`config.mk`:
```
export PLATFORM = sky130hd
export DESIGN_NAME = touch_affine_map_with_hysteresis
export DESIGN_NICKNAME = d
export VERILOG_FILES = /design/src/sv/tamh_pkg.sv /design/src/sv/touch_affine_map_with_hysteresis.sv /design/src/sv/tamh_csr.sv /design/src/sv/tamh_axis.sv
export SDC_FILE = /design/constraint.sdc
export NUM_CORES = 2
export LEC_CHECK = 0
export ABC_AREA = 1
export BUFFER_PORTS_ARGS = -buffer_cell sky130_fd_sc_hd__clkbuf_2
export CORE_UTILIZATION = 47
export CTS_CLUSTER_DIAMETER = 30
export CTS_CLUSTER_SIZE = 24
export DETAILED_ROUTE_END_ITERATION = 10
export PLACE_DENSITY = 0.63
export SETUP_SLACK_MARGIN = 0.05
export SYNTH_ARGS = -nofsm -noshare
export SYNTH_HDL_FRONTEND = slang
export SYNTH_SLANG_ARGS = --single-unit
```
`constraint.sdc`:
```
create_clock -name clock -period 7.7 [get_ports clock]
set_input_delay 0.77 -clock clock [delete_from_list [all_inputs] [get_ports clock]]
set_output_delay 0.77 -clock clock [all_outputs]
set_load 0.005 [all_outputs]
```
`src/sv/tamh_pkg.sv`:
```
// Shared types, constants and register codes for the touch affine mapper.
`default_nettype none

package tamh_pkg;

   // Field widths fixed by the interface
   localparam int SAMPLE_W   = 12;
   localparam int COEF_W     = 32;
   localparam int THR_W      = 12;
   localparam int PIX_W      = 16;
   localparam int CSR_NUM    = 8;
   localparam int CSR_IDX_W  = $clog2(CSR_NUM);
   localparam int CSR_DATA_W = 32;

   // Default parameter values
   localparam int RAW_BITS_DEFAULT  = 12;
   localparam int FRAC_BITS_DEFAULT = 16;

   // Reset values of the configuration registers
   localparam logic signed [COEF_W-1:0] COEF_ONE        = 32'sd65536;
   localparam logic signed [COEF_W-1:0] COEF_ZERO       = 32'sd0;
   localparam logic [THR_W-1:0]         PRESS_DEFAULT   = 12'd400;
   localparam logic [THR_W-1:0]         RELEASE_DEFAULT = 12'd250;

   // Register indexes
   typedef enum logic [CSR_IDX_W-1:0] {
      CSR_COEF_XX     = 3'd0,
      CSR_COEF_XY     = 3'd1,
      CSR_OFFSET_X    = 3'd2,
      CSR_COEF_YX     = 3'd3,
      CSR_COEF_YY     = 3'd4,
      CSR_OFFSET_Y    = 3'd5,
      CSR_PRESS_THR   = 3'd6,
      CSR_RELEASE_THR = 3'd7
   } csr_index_type;

   // Event codes
   typedef enum logic [1:0] {
      EV_DOWN = 2'd0,
      EV_MOVE = 2'd1,
      EV_UP   = 2'd2
   } event_kind_type;

   // Calibration set handed from the register file to the datapath
   typedef struct packed {
      logic signed [COEF_W-1:0] coef_xx;
      logic signed [COEF_W-1:0] coef_xy;
      logic signed [COEF_W-1:0] offset_x;
      logic signed [COEF_W-1:0] coef_yx;
      logic signed [COEF_W-1:0] coef_yy;
      logic signed [COEF_W-1:0] offset_y;
      logic [THR_W-1:0]         press_thr;
      logic [THR_W-1:0]         release_thr;
   } cfg_type;

endpackage

`default_nettype wire

```
`src/sv/touch_affine_map_with_hysteresis.sv`:
```
// Top level: sample register, affine map and touch state, event output register.
// A sample waits in the input register, then its events load the event register.
// Throughput: one sample per cycle while the event register is free; a sample
// giving two events holds the event register until both are taken, one per cycle.
// Reset: synchronous; clears both stages and the touch flag and loads the
// identity calibration with thresholds 400 and 250.
`default_nettype none

module touch_affine_map_with_hysteresis
   import tamh_pkg::*;
#(
   parameter int RAW_BITS  = RAW_BITS_DEFAULT,
   parameter int FRAC_BITS = FRAC_BITS_DEFAULT
) (
   input  wire logic                    clock,
   input  wire logic                    reset,
   // sample channel
   input  wire logic                    req_valid,
   output logic                         req_ready,
   input  wire logic [SAMPLE_W-1:0]     req_raw_x,
   input  wire logic [SAMPLE_W-1:0]     req_raw_y,
   input  wire logic [SAMPLE_W-1:0]     req_pressure,
   // event channel
   output logic                         rsp_valid,
   input  wire logic                    rsp_ready,
   output logic [1:0]                   rsp_event_kind,
   output logic signed [PIX_W-1:0]      rsp_screen_x,
   output logic signed [PIX_W-1:0]      rsp_screen_y,
   output logic                         rsp_last,
   // configuration port
   input  wire logic                    csr_we,
   input  wire logic [CSR_IDX_W-1:0]    csr_index,
   input  wire logic [CSR_DATA_W-1:0]   csr_wdata
);

   // Only the low bits of a reading take part, at most the field width
   localparam int RAW_W = (RAW_BITS < SAMPLE_W) ? RAW_BITS : SAMPLE_W;

   cfg_type cfg;

   logic                   s1_valid_ff, s1_valid_in;
   logic [RAW_W-1:0]       s1_raw_x_ff, s1_raw_x_in;
   logic [RAW_W-1:0]       s1_raw_y_ff, s1_raw_y_in;
   logic [SAMPLE_W-1:0]    s1_pressure_ff, s1_pressure_in;
   logic                   touching_ff, touching_in;

   logic                   out_valid_ff, out_valid_in;
   event_kind_type         out_kind_ff, out_kind_in;
   logic                   out_second_ff, out_second_in;
   logic signed [PIX_W-1:0] out_sx_ff, out_sx_in;
   logic signed [PIX_W-1:0] out_sy_ff, out_sy_in;

   logic                   req_accept;
   logic                   rsp_accept;
   logic                   out_free;
   logic                   s1_adv;
   logic                   out_load;
   logic                   pressed;
   logic                   released;
   logic                   has_event;
   logic                   has_second;
   event_kind_type         first_kind;
   event_kind_type         next_kind;
   logic signed [PIX_W-1:0] map_x;
   logic signed [PIX_W-1:0] map_y;

   tamh_csr u_csr (
      .clock     (clock),
      .reset     (reset),
      .csr_we    (csr_we),
      .csr_index (csr_index),
      .csr_wdata (csr_wdata),
      .cfg       (cfg)
   );

   tamh_axis #(.RAW_W(RAW_W), .FRAC_BITS(FRAC_BITS)) u_axis_x (
      .coef_a (cfg.coef_xx),
      .coef_b (cfg.coef_xy),
      .offset (cfg.offset_x),
      .raw_a  (s1_raw_x_ff),
      .raw_b  (s1_raw_y_ff),
      .pixel  (map_x)
   );

   tamh_axis #(.RAW_W(RAW_W), .FRAC_BITS(FRAC_BITS)) u_axis_y (
      .coef_a (cfg.coef_yx),
      .coef_b (cfg.coef_yy),
      .offset (cfg.offset_y),
      .raw_a  (s1_raw_x_ff),
      .raw_b  (s1_raw_y_ff),
      .pixel  (map_y)
   );

   // Hysteresis decision for the sample in the input register
   assign pressed    = s1_pressure_ff > cfg.press_thr;
   assign released   = s1_pressure_ff < cfg.release_thr;
   assign has_event  = touching_ff | pressed;
   assign has_second = touching_ff ? released : 1'b1;
   assign first_kind = touching_ff ? EV_MOVE : EV_DOWN;

   // Handshakes and stage advance
   assign rsp_accept = out_valid_ff & rsp_ready;
   assign out_free   = ~out_valid_ff | (rsp_ready & ~out_second_ff);
   assign s1_adv     = s1_valid_ff & (out_free | ~has_event);
   assign out_load   = s1_adv & has_event;
   assign req_ready  = ~s1_valid_ff | s1_adv;
   assign req_accept = req_valid & req_ready;

   // Follow-on event of a two-event sample
   always_comb begin
      unique case (out_kind_ff)
         EV_DOWN: next_kind = EV_MOVE;
         EV_MOVE: next_kind = EV_UP;
         default: next_kind = EV_UP;
      endcase
   end

   // Input register: capture a sample, drop it once it moves on
   always_comb begin
      s1_valid_in    = s1_valid_ff;
      s1_raw_x_in    = s1_raw_x_ff;
      s1_raw_y_in    = s1_raw_y_ff;
      s1_pressure_in = s1_pressure_ff;
      if (req_accept) begin
         s1_valid_in    = 1'b1;
         s1_raw_x_in    = req_raw_x[RAW_W-1:0];
         s1_raw_y_in    = req_raw_y[RAW_W-1:0];
         s1_pressure_in = req_pressure;
      end else if (s1_adv) begin
         s1_valid_in = 1'b0;
      end
   end

   // Touch flag: set on press while idle, clear on release while touching
   always_comb begin
      touching_in = touching_ff;
      if (s1_adv) begin
         touching_in = touching_ff ? ~released : pressed;
      end
   end

   // Event register: load a sample's events, advance on each transaction
   always_comb begin
      out_valid_in  = out_valid_ff;
      out_kind_in   = out_kind_ff;
      out_second_in = out_second_ff;
      out_sx_in     = out_sx_ff;
      out_sy_in     = out_sy_ff;
      if (out_load) begin
         out_valid_in  = 1'b1;
         out_kind_in   = first_kind;
         out_second_in = has_second;
         out_sx_in     = map_x;
         out_sy_in     = map_y;
      end else if (rsp_accept) begin
         if (out_second_ff) begin
            out_kind_in   = next_kind;
            out_second_in = 1'b0;
         end else begin
            out_valid_in = 1'b0;
         end
      end
   end

   always_ff @(posedge clock) begin
      if (reset) begin
         s1_valid_ff   <= 1'b0;
         touching_ff   <= 1'b0;
         out_valid_ff  <= 1'b0;
         out_second_ff <= 1'b0;
         out_kind_ff   <= EV_DOWN;
      end else begin
         s1_valid_ff   <= s1_valid_in;
         touching_ff   <= touching_in;
         out_valid_ff  <= out_valid_in;
         out_second_ff <= out_second_in;
         out_kind_ff   <= out_kind_in;
      end
   end

   // Payload registers need no reset
   always_ff @(posedge clock) begin
      s1_raw_x_ff    <= s1_raw_x_in;
      s1_raw_y_ff    <= s1_raw_y_in;
      s1_pressure_ff <= s1_pressure_in;
      out_sx_ff      <= out_sx_in;
      out_sy_ff      <= out_sy_in;
   end

   assign rsp_valid      = out_valid_ff;
   assign rsp_event_kind = out_kind_ff;
   assign rsp_screen_x   = out_sx_ff;
   assign rsp_screen_y   = out_sy_ff;
   assign rsp_last       = ~out_second_ff;

endmodule

`default_nettype wire

```
`src/sv/tamh_csr.sv`:
```
// Configuration register file: affine coefficients and pressure thresholds.
`default_nettype none

module tamh_csr
   import tamh_pkg::*;
(
   input  wire logic                  clock,
   input  wire logic                  reset,
   input  wire logic                  csr_we,
   input  wire logic [CSR_IDX_W-1:0]  csr_index,
   input  wire logic [CSR_DATA_W-1:0] csr_wdata,
   output cfg_type                    cfg
);

   cfg_type cfg_ff;
   cfg_type cfg_in;

   // Decode the write into the addressed register
   always_comb begin
      cfg_in = cfg_ff;
      if (csr_we) begin
         unique case (csr_index_type'(csr_index))
            CSR_COEF_XX:     cfg_in.coef_xx     = csr_wdata;
            CSR_COEF_XY:     cfg_in.coef_xy     = csr_wdata;
            CSR_OFFSET_X:    cfg_in.offset_x    = csr_wdata;
            CSR_COEF_YX:     cfg_in.coef_yx     = csr_wdata;
            CSR_COEF_YY:     cfg_in.coef_yy     = csr_wdata;
            CSR_OFFSET_Y:    cfg_in.offset_y    = csr_wdata;
            CSR_PRESS_THR:   cfg_in.press_thr   = csr_wdata[THR_W-1:0];
            CSR_RELEASE_THR: cfg_in.release_thr = csr_wdata[THR_W-1:0];
            default:         cfg_in = cfg_ff;
         endcase
      end
   end

   // Hold the registers, load identity calibration on reset
   always_ff @(posedge clock) begin
      if (reset) begin
         cfg_ff.coef_xx     <= COEF_ONE;
         cfg_ff.coef_xy     <= COEF_ZERO;
         cfg_ff.offset_x    <= COEF_ZERO;
         cfg_ff.coef_yx     <= COEF_ZERO;
         cfg_ff.coef_yy     <= COEF_ONE;
         cfg_ff.offset_y    <= COEF_ZERO;
         cfg_ff.press_thr   <= PRESS_DEFAULT;
         cfg_ff.release_thr <= RELEASE_DEFAULT;
      end else begin
         cfg_ff <= cfg_in;
      end
   end

   assign cfg = cfg_ff;

endmodule

`default_nettype wire

```
`src/sv/tamh_axis.sv`:
```
// One axis of the affine map: two products, offset, truncate toward zero, saturate.
`default_nettype none

module tamh_axis
   import tamh_pkg::*;
#(
   parameter int RAW_W     = RAW_BITS_DEFAULT,
   parameter int FRAC_BITS = FRAC_BITS_DEFAULT
) (
   input  wire logic signed [COEF_W-1:0] coef_a,
   input  wire logic signed [COEF_W-1:0] coef_b,
   input  wire logic signed [COEF_W-1:0] offset,
   input  wire logic [RAW_W-1:0]         raw_a,
   input  wire logic [RAW_W-1:0]         raw_b,
   output logic signed [PIX_W-1:0]       pixel
);

   localparam int PROD_W = COEF_W + RAW_W + 1;
   localparam int ACC_W  = PROD_W + 2;
   localparam logic signed [ACC_W-1:0] BIAS    = ACC_W'((64'd1 << FRAC_BITS) - 64'd1);
   localparam logic signed [ACC_W-1:0] PIX_MAX = ACC_W'(32767);
   localparam logic signed [ACC_W-1:0] PIX_MIN = -ACC_W'(32768);

   logic signed [RAW_W:0]   raw_a_s;
   logic signed [RAW_W:0]   raw_b_s;
   logic signed [PROD_W-1:0] prod_a;
   logic signed [PROD_W-1:0] prod_b;
   logic signed [ACC_W-1:0]  acc;
   logic signed [ACC_W-1:0]  acc_biased;
   logic signed [ACC_W-1:0]  whole;

   // Raw readings are unsigned: add a zero sign bit
   assign raw_a_s = signed'({1'b0, raw_a});
   assign raw_b_s = signed'({1'b0, raw_b});

   // Exact weighted sum
   assign prod_a = coef_a * raw_a_s;
   assign prod_b = coef_b * raw_b_s;
   assign acc    = ACC_W'(prod_a) + ACC_W'(prod_b) + ACC_W'(offset);

   // Shift out the fraction, rounding negative values up toward zero
   assign acc_biased = acc[ACC_W-1] ? (acc + BIAS) : acc;
   assign whole      = acc_biased >>> FRAC_BITS;

   // Clamp to the pixel range
   always_comb begin
      if (whole > PIX_MAX) begin
         pixel = PIX_MAX[PIX_W-1:0];
      end else if (whole < PIX_MIN) begin
         pixel = PIX_MIN[PIX_W-1:0];
      end else begin
         pixel = whole[PIX_W-1:0];
      end
   end

endmodule

`default_nettype wire
```
==> results.md <==
- The flow ran to the end, but the final reports show violations.
- The checks that failed: design-rule violations, negative setup slack.
- The sequential area share after synthesis is under 10%.
- The post-synthesis net count is between 10,000 and 15,000.
- The count of cells along the worst register-to-register path is 40.
- The clock tree skew after final layout is approximately 0.043 ns.
- The instance area at placement is between 0.08 and 0.09 sq mm.
- The kind of path behind the tightest hold check is input pin to register.
- Subtracting the final worst setup slack from the clock period gives 7.88 ns.
- STA puts the critical path data required time at 8.25 ns.
- The number of top-level pins is between 100 and 150.
- The capturing element type of the critical path is a register.
- The final weighted congestion in routability-driven placement is around 0.96.
- The capturing element of the worst setup path is rsp_screen_y[12].
- The library cells used most frequently in the layout, excluding fill and tap cells, are 3,065 x inv_1, 2,383 x nand2_1, 1,575 x fa_1, 775 x buf_4, 405 x nor2_1.
- The library cell used as clock root buffer is clkbuf_16.
- Setup repair after global routing could not meet its margin everywhere.
- The power spent charging and discharging nets is 0.0114 W.
- Input and output buffers added on the ports amount to 112.
- The warning count from the yosys run is 0.
- The number of vias per cell is 4.93.
- In this design, the largest share of critical-path delay is due to adder cells.
- The XOR/XNOR share of the synthesized area is less than 1%.
- The die is between 300 and 400 um wide.
- The endpoint of the most critical register-to-register path is rsp_screen_y[12].
- The highest fanout seen on the critical path is 12.
- TritonCTS built the clock tree.
- The tree built by TritonCTS fans out to 290 sinks.
- The synthesis-to-finish area growth is 23.3%.
- The pin count of the biggest net entering global routing is roughly 120.
- The share of power burned in the clock network is 16.3%.
- Once detail routing completed, the nets flagged for antenna violations numbered 0.
- Of the total synthesized cell area, the portion taken by AND, OR, NAND and NOR gates is 19.3%.
- The synthesized netlist occupies a cell area of around 0.073 sq mm.
- The pre-antenna-repair detailed-routing pass consisted of 9 iterations.
- Dividing total power by cell area gives a power density of between 200 and 300 mW/mm^2.
- The most used flip-flop cell after synthesis is dfxtp_1.
- The first global-routing pass estimated between 300 and 400 mm of wire.
- In this run the number of cells on the critical path is 40.
- Clock latency on the worst-skew pair, taken at its later pin, is around 0.71 ns.
- The final layout net count is approximately 13,000.
- The count of buffer and inverter cells on the critical path is 10.
- The post-synthesis mux area share is 0%.
- The most frequent standard cell in the layout excluding fill and tap cells is inv_1.
- The number of antenna violations at the first check in global routing is 7.
- The number of synthesized flops with an enable pin is 68.
- The most critical setup path has its startpoint at s1_raw_x_ff[2].
- In this run, synthesis produced a sequential element count of between 200 and 300.
- For the pin with the worst max-slew slack, the measured transition is 1.32 ns.
- After synthesis, the share of flip-flops with an asynchronous set or reset is 0%.
- On the worst path, the slowest cell contributes a delay of between 0.5 and 0.6 ns.
- The critical path arrival is around 8.4 ns.
- The instance count after placement with tap cells included is 12,400.
- Row generation in the floorplan step produced 144 rows.
- The per-instance average area after synthesis is ~7.5 sq um.
- The H-tree generated during clock tree synthesis spans 3 levels.
- Final hold analysis gives a worst-case slack of ~0.24 ns.
- The synthesized netlist devotes under 10% of its cell area to compound gates.
- The number of maximum-capacitance violations is 0.
- Of the cells placed in the final design, the portion with a size suffix greater than 1 is between 10% and 20%.
- Of the total power, combinational logic draws roughly 76%.
- The category of the most critical setup path is register to register.
- The via count of the first global-routing pass is 67,500.
- In the final routed layout, each cell accounts on average for between 15 and 20 um.
- The total routed wirelength is roughly 230 mm.
- The main combinational cell family by area after synthesis is adder cells.
- Internal power comes to ~0.012 W.
- Summing the areas of all fa, ha and maj instances in the mapped netlist gives slightly above 50% of the synthesized area.
- The floorplan die area is between 0.15 and 0.2 sq mm.
- Clock-pin slew was measured on the worst setup and hold paths at 0.04 ns.
- The final cycle utilization of the critical path is 102%.
- The core region is around 0.15 sq mm.
- After legalization and detailed placement, the total HPWL measured just under 200 mm.
- The worst setup path is launched from a register.
- The number of pins exceeding their max-slew limit in the final report is 0.
- Headroom to the max-slew limit came out at 11.9%.
- The final setup violation count is 32.
- The final non-filler cell total is between 10,000 and 15,000.
- The finished cells cover a little over 0.09 sq mm.
- The final-report hold violation count is 0.
- Power comes to around 0.023 W.
- The cell at the slowest stage of the critical path is fa_1.
- The initial standard-cell utilization of the core is between 40% and 50%.
- The leakage component of the power is 53.5 nW.
- Across all setup checks in the final design, the least slack found is -0.182 ns.
- After the first detailed-routing iteration, the DRC count stood at between 3,000 and 4,000.
- The final route contains around 63,000 vias.
- In the routed design, unresolved DRC markers number 6.
- Clock tree synthesis inserted a total of between 80 and 90 buffers.
- The number of distinct library cells after synthesis is between 40 and 50.
- The longest clock path from root to sink contains 3 buffers.
- The cell count after synthesis is slightly below 10,000.
- The die height is 397 um.
- The worst register-to-register path has a setup slack of -0.18 ns.
- Of the total power, the share spent switching nets is about 50%.
- The global-route congestion overflow total is 0.
- Sequential cells account for approximately 8% of the total power.
- IR analysis of the VDD net gives a maximum drop of around 0.25 mV.
- The maximum operating frequency is between 100 and 150 MHz.
- The startpoint identified for the worst register-to-register timing path is s1_raw_x_ff[2].
- In the global route stage, overall resource usage came out at a little under 30%.
logic make-up after synthesis:
group / Yosys count
adder cells (fa/ha/maj): 1977
AO/OA/AOI/OAI: 441
flip-flops: 290
AND/OR/NAND/NOR: 3537
XOR/XNOR: 41
buffers and inverters: 3502
worst reg2reg max path, delay by kind of cell (launching register included):
kind	cells	cell delay, ns
AO/OA/AOI/OAI	3	0.43
adder cells (fa/ha/maj)	8	3.84
buffers and inverters	10	1.15
flip-flops	1	0.46
AND/OR/NAND/NOR	19	1.88
metal layers:
layer / up-vias / part of all wire [%] / track usage (%)
li1: 28900 / - / -
met1: 31100 / 37 / 33.4
met2: 1833 / 51 / 54.4
met3: 681 / 5.4 / 3.63
met4: 2 / 6.6 / 16.4
met5: - / 0.0043 / 0
cells in the mapped netlist (3+ instances only):
library cell	count	area, sq um
inv_1	3112	11700
nand2_1	2604	9770
fa_1	1620	32400
nor2_1	552	2070
ha_1	357	4470
o21ai_0	237	1190
dfxtp_1	222	4440
buf_1	188	706
nand3_1	186	931
clkbuf_1	176	661
a21oi_1	171	856
edfxtp_1	68	2040
nand4_1	62	388
nand2_2	35	219
nor2_2	34	213
xor2_1	32	280
nand3b_1	20	150
inv_2	13	48.8
nor3_1	12	60.1
nand3_2	11	110
xnor2_1	9	78.8
nor2_4	8	90.1
o21bai_1	7	52.6
clkinv_1	6	22.5
a21o_1	4	30.0
and2_1	4	25.0
buf_6	4	45.0
a21boi_0	3	22.5
a21oi_2	3	26.3
a31oi_1	3	18.8
buf_4	3	22.5
o211ai_1	3	22.5
power by group through the flow:
stage          combinational [W]  clock (W)  sequential (W)
3_3_place_gp              0.0140          0         0.00183
2_1_floorplan            0.00760          0         0.00180
5_1_grt                   0.0190    0.00389         0.00182
4_1_cts                   0.0143    0.00381         0.00181
3_5_place_dp              0.0141          0         0.00183
6_report                  0.0174    0.00376         0.00181
how the worst min path moves through the flow:
stage / to / from / cells past startpoint / slack [ns]
6_report: s1_raw_x_ff[4] / req_raw_x[4] / 1 / 0.24
4_1_cts: s1_raw_x_ff[4] / req_raw_x[4] / 1 / 0.21
3_3_place_gp: u_csr.cfg[0] / u_csr.cfg[0] / 2 / 0.44
2_1_floorplan: u_csr.cfg[0] / u_csr.cfg[0] / 2 / 0.42
3_5_place_dp: u_csr.cfg[0] / u_csr.cfg[0] / 2 / 0.45
5_1_grt: s1_raw_x_ff[4] / req_raw_x[4] / 1 / 0.22
registers in the layout, indices dropped and copies added (netlist names):
signal	cells
s1_pressure_ff	12
s1_raw_x_ff	12
rsp_screen_y	16
rsp_event_kind	2
rsp_screen_x	16
touching_ff	1
s1_raw_y_ff	12
s1_valid_ff	1
rsp_valid	1
u_csr.cfg	216
out_second_ff	1
cell type report:
type                    instances  area [sq um]
clock buffers                 106          2380
inverters                    3131         11800
multi-input cells            6000         56800
well taps                    2044          2560
flip-flops and latches        290          6490
repair buffers               1072          9810
clock inverters                51           698
diodes                          3          7.51
fillers                     13900         64000
metrics by stage:
step                utilization [%]  worst slack, ns  setup TNS (ns)
CTS                            56.0           -0.262           -6.15
floorplan                         -            0.351               0
global route                   58.6           -0.520          -14.58
detailed placement             53.8           -0.631          -16.63
finish                         58.6           -0.182           -4.74
global placement               53.8           -0.653          -16.08
what timing repair did:
item                       4_1_cts  5_1_grt
resized for setup               68      777
hold buffers                     0        0
gates cloned                     1       18
setup endpoints to repair       32       32
pin swaps                        7      250
buffers inserted                 3       72
No activity file was read; power rests on OpenSTA's default activity.
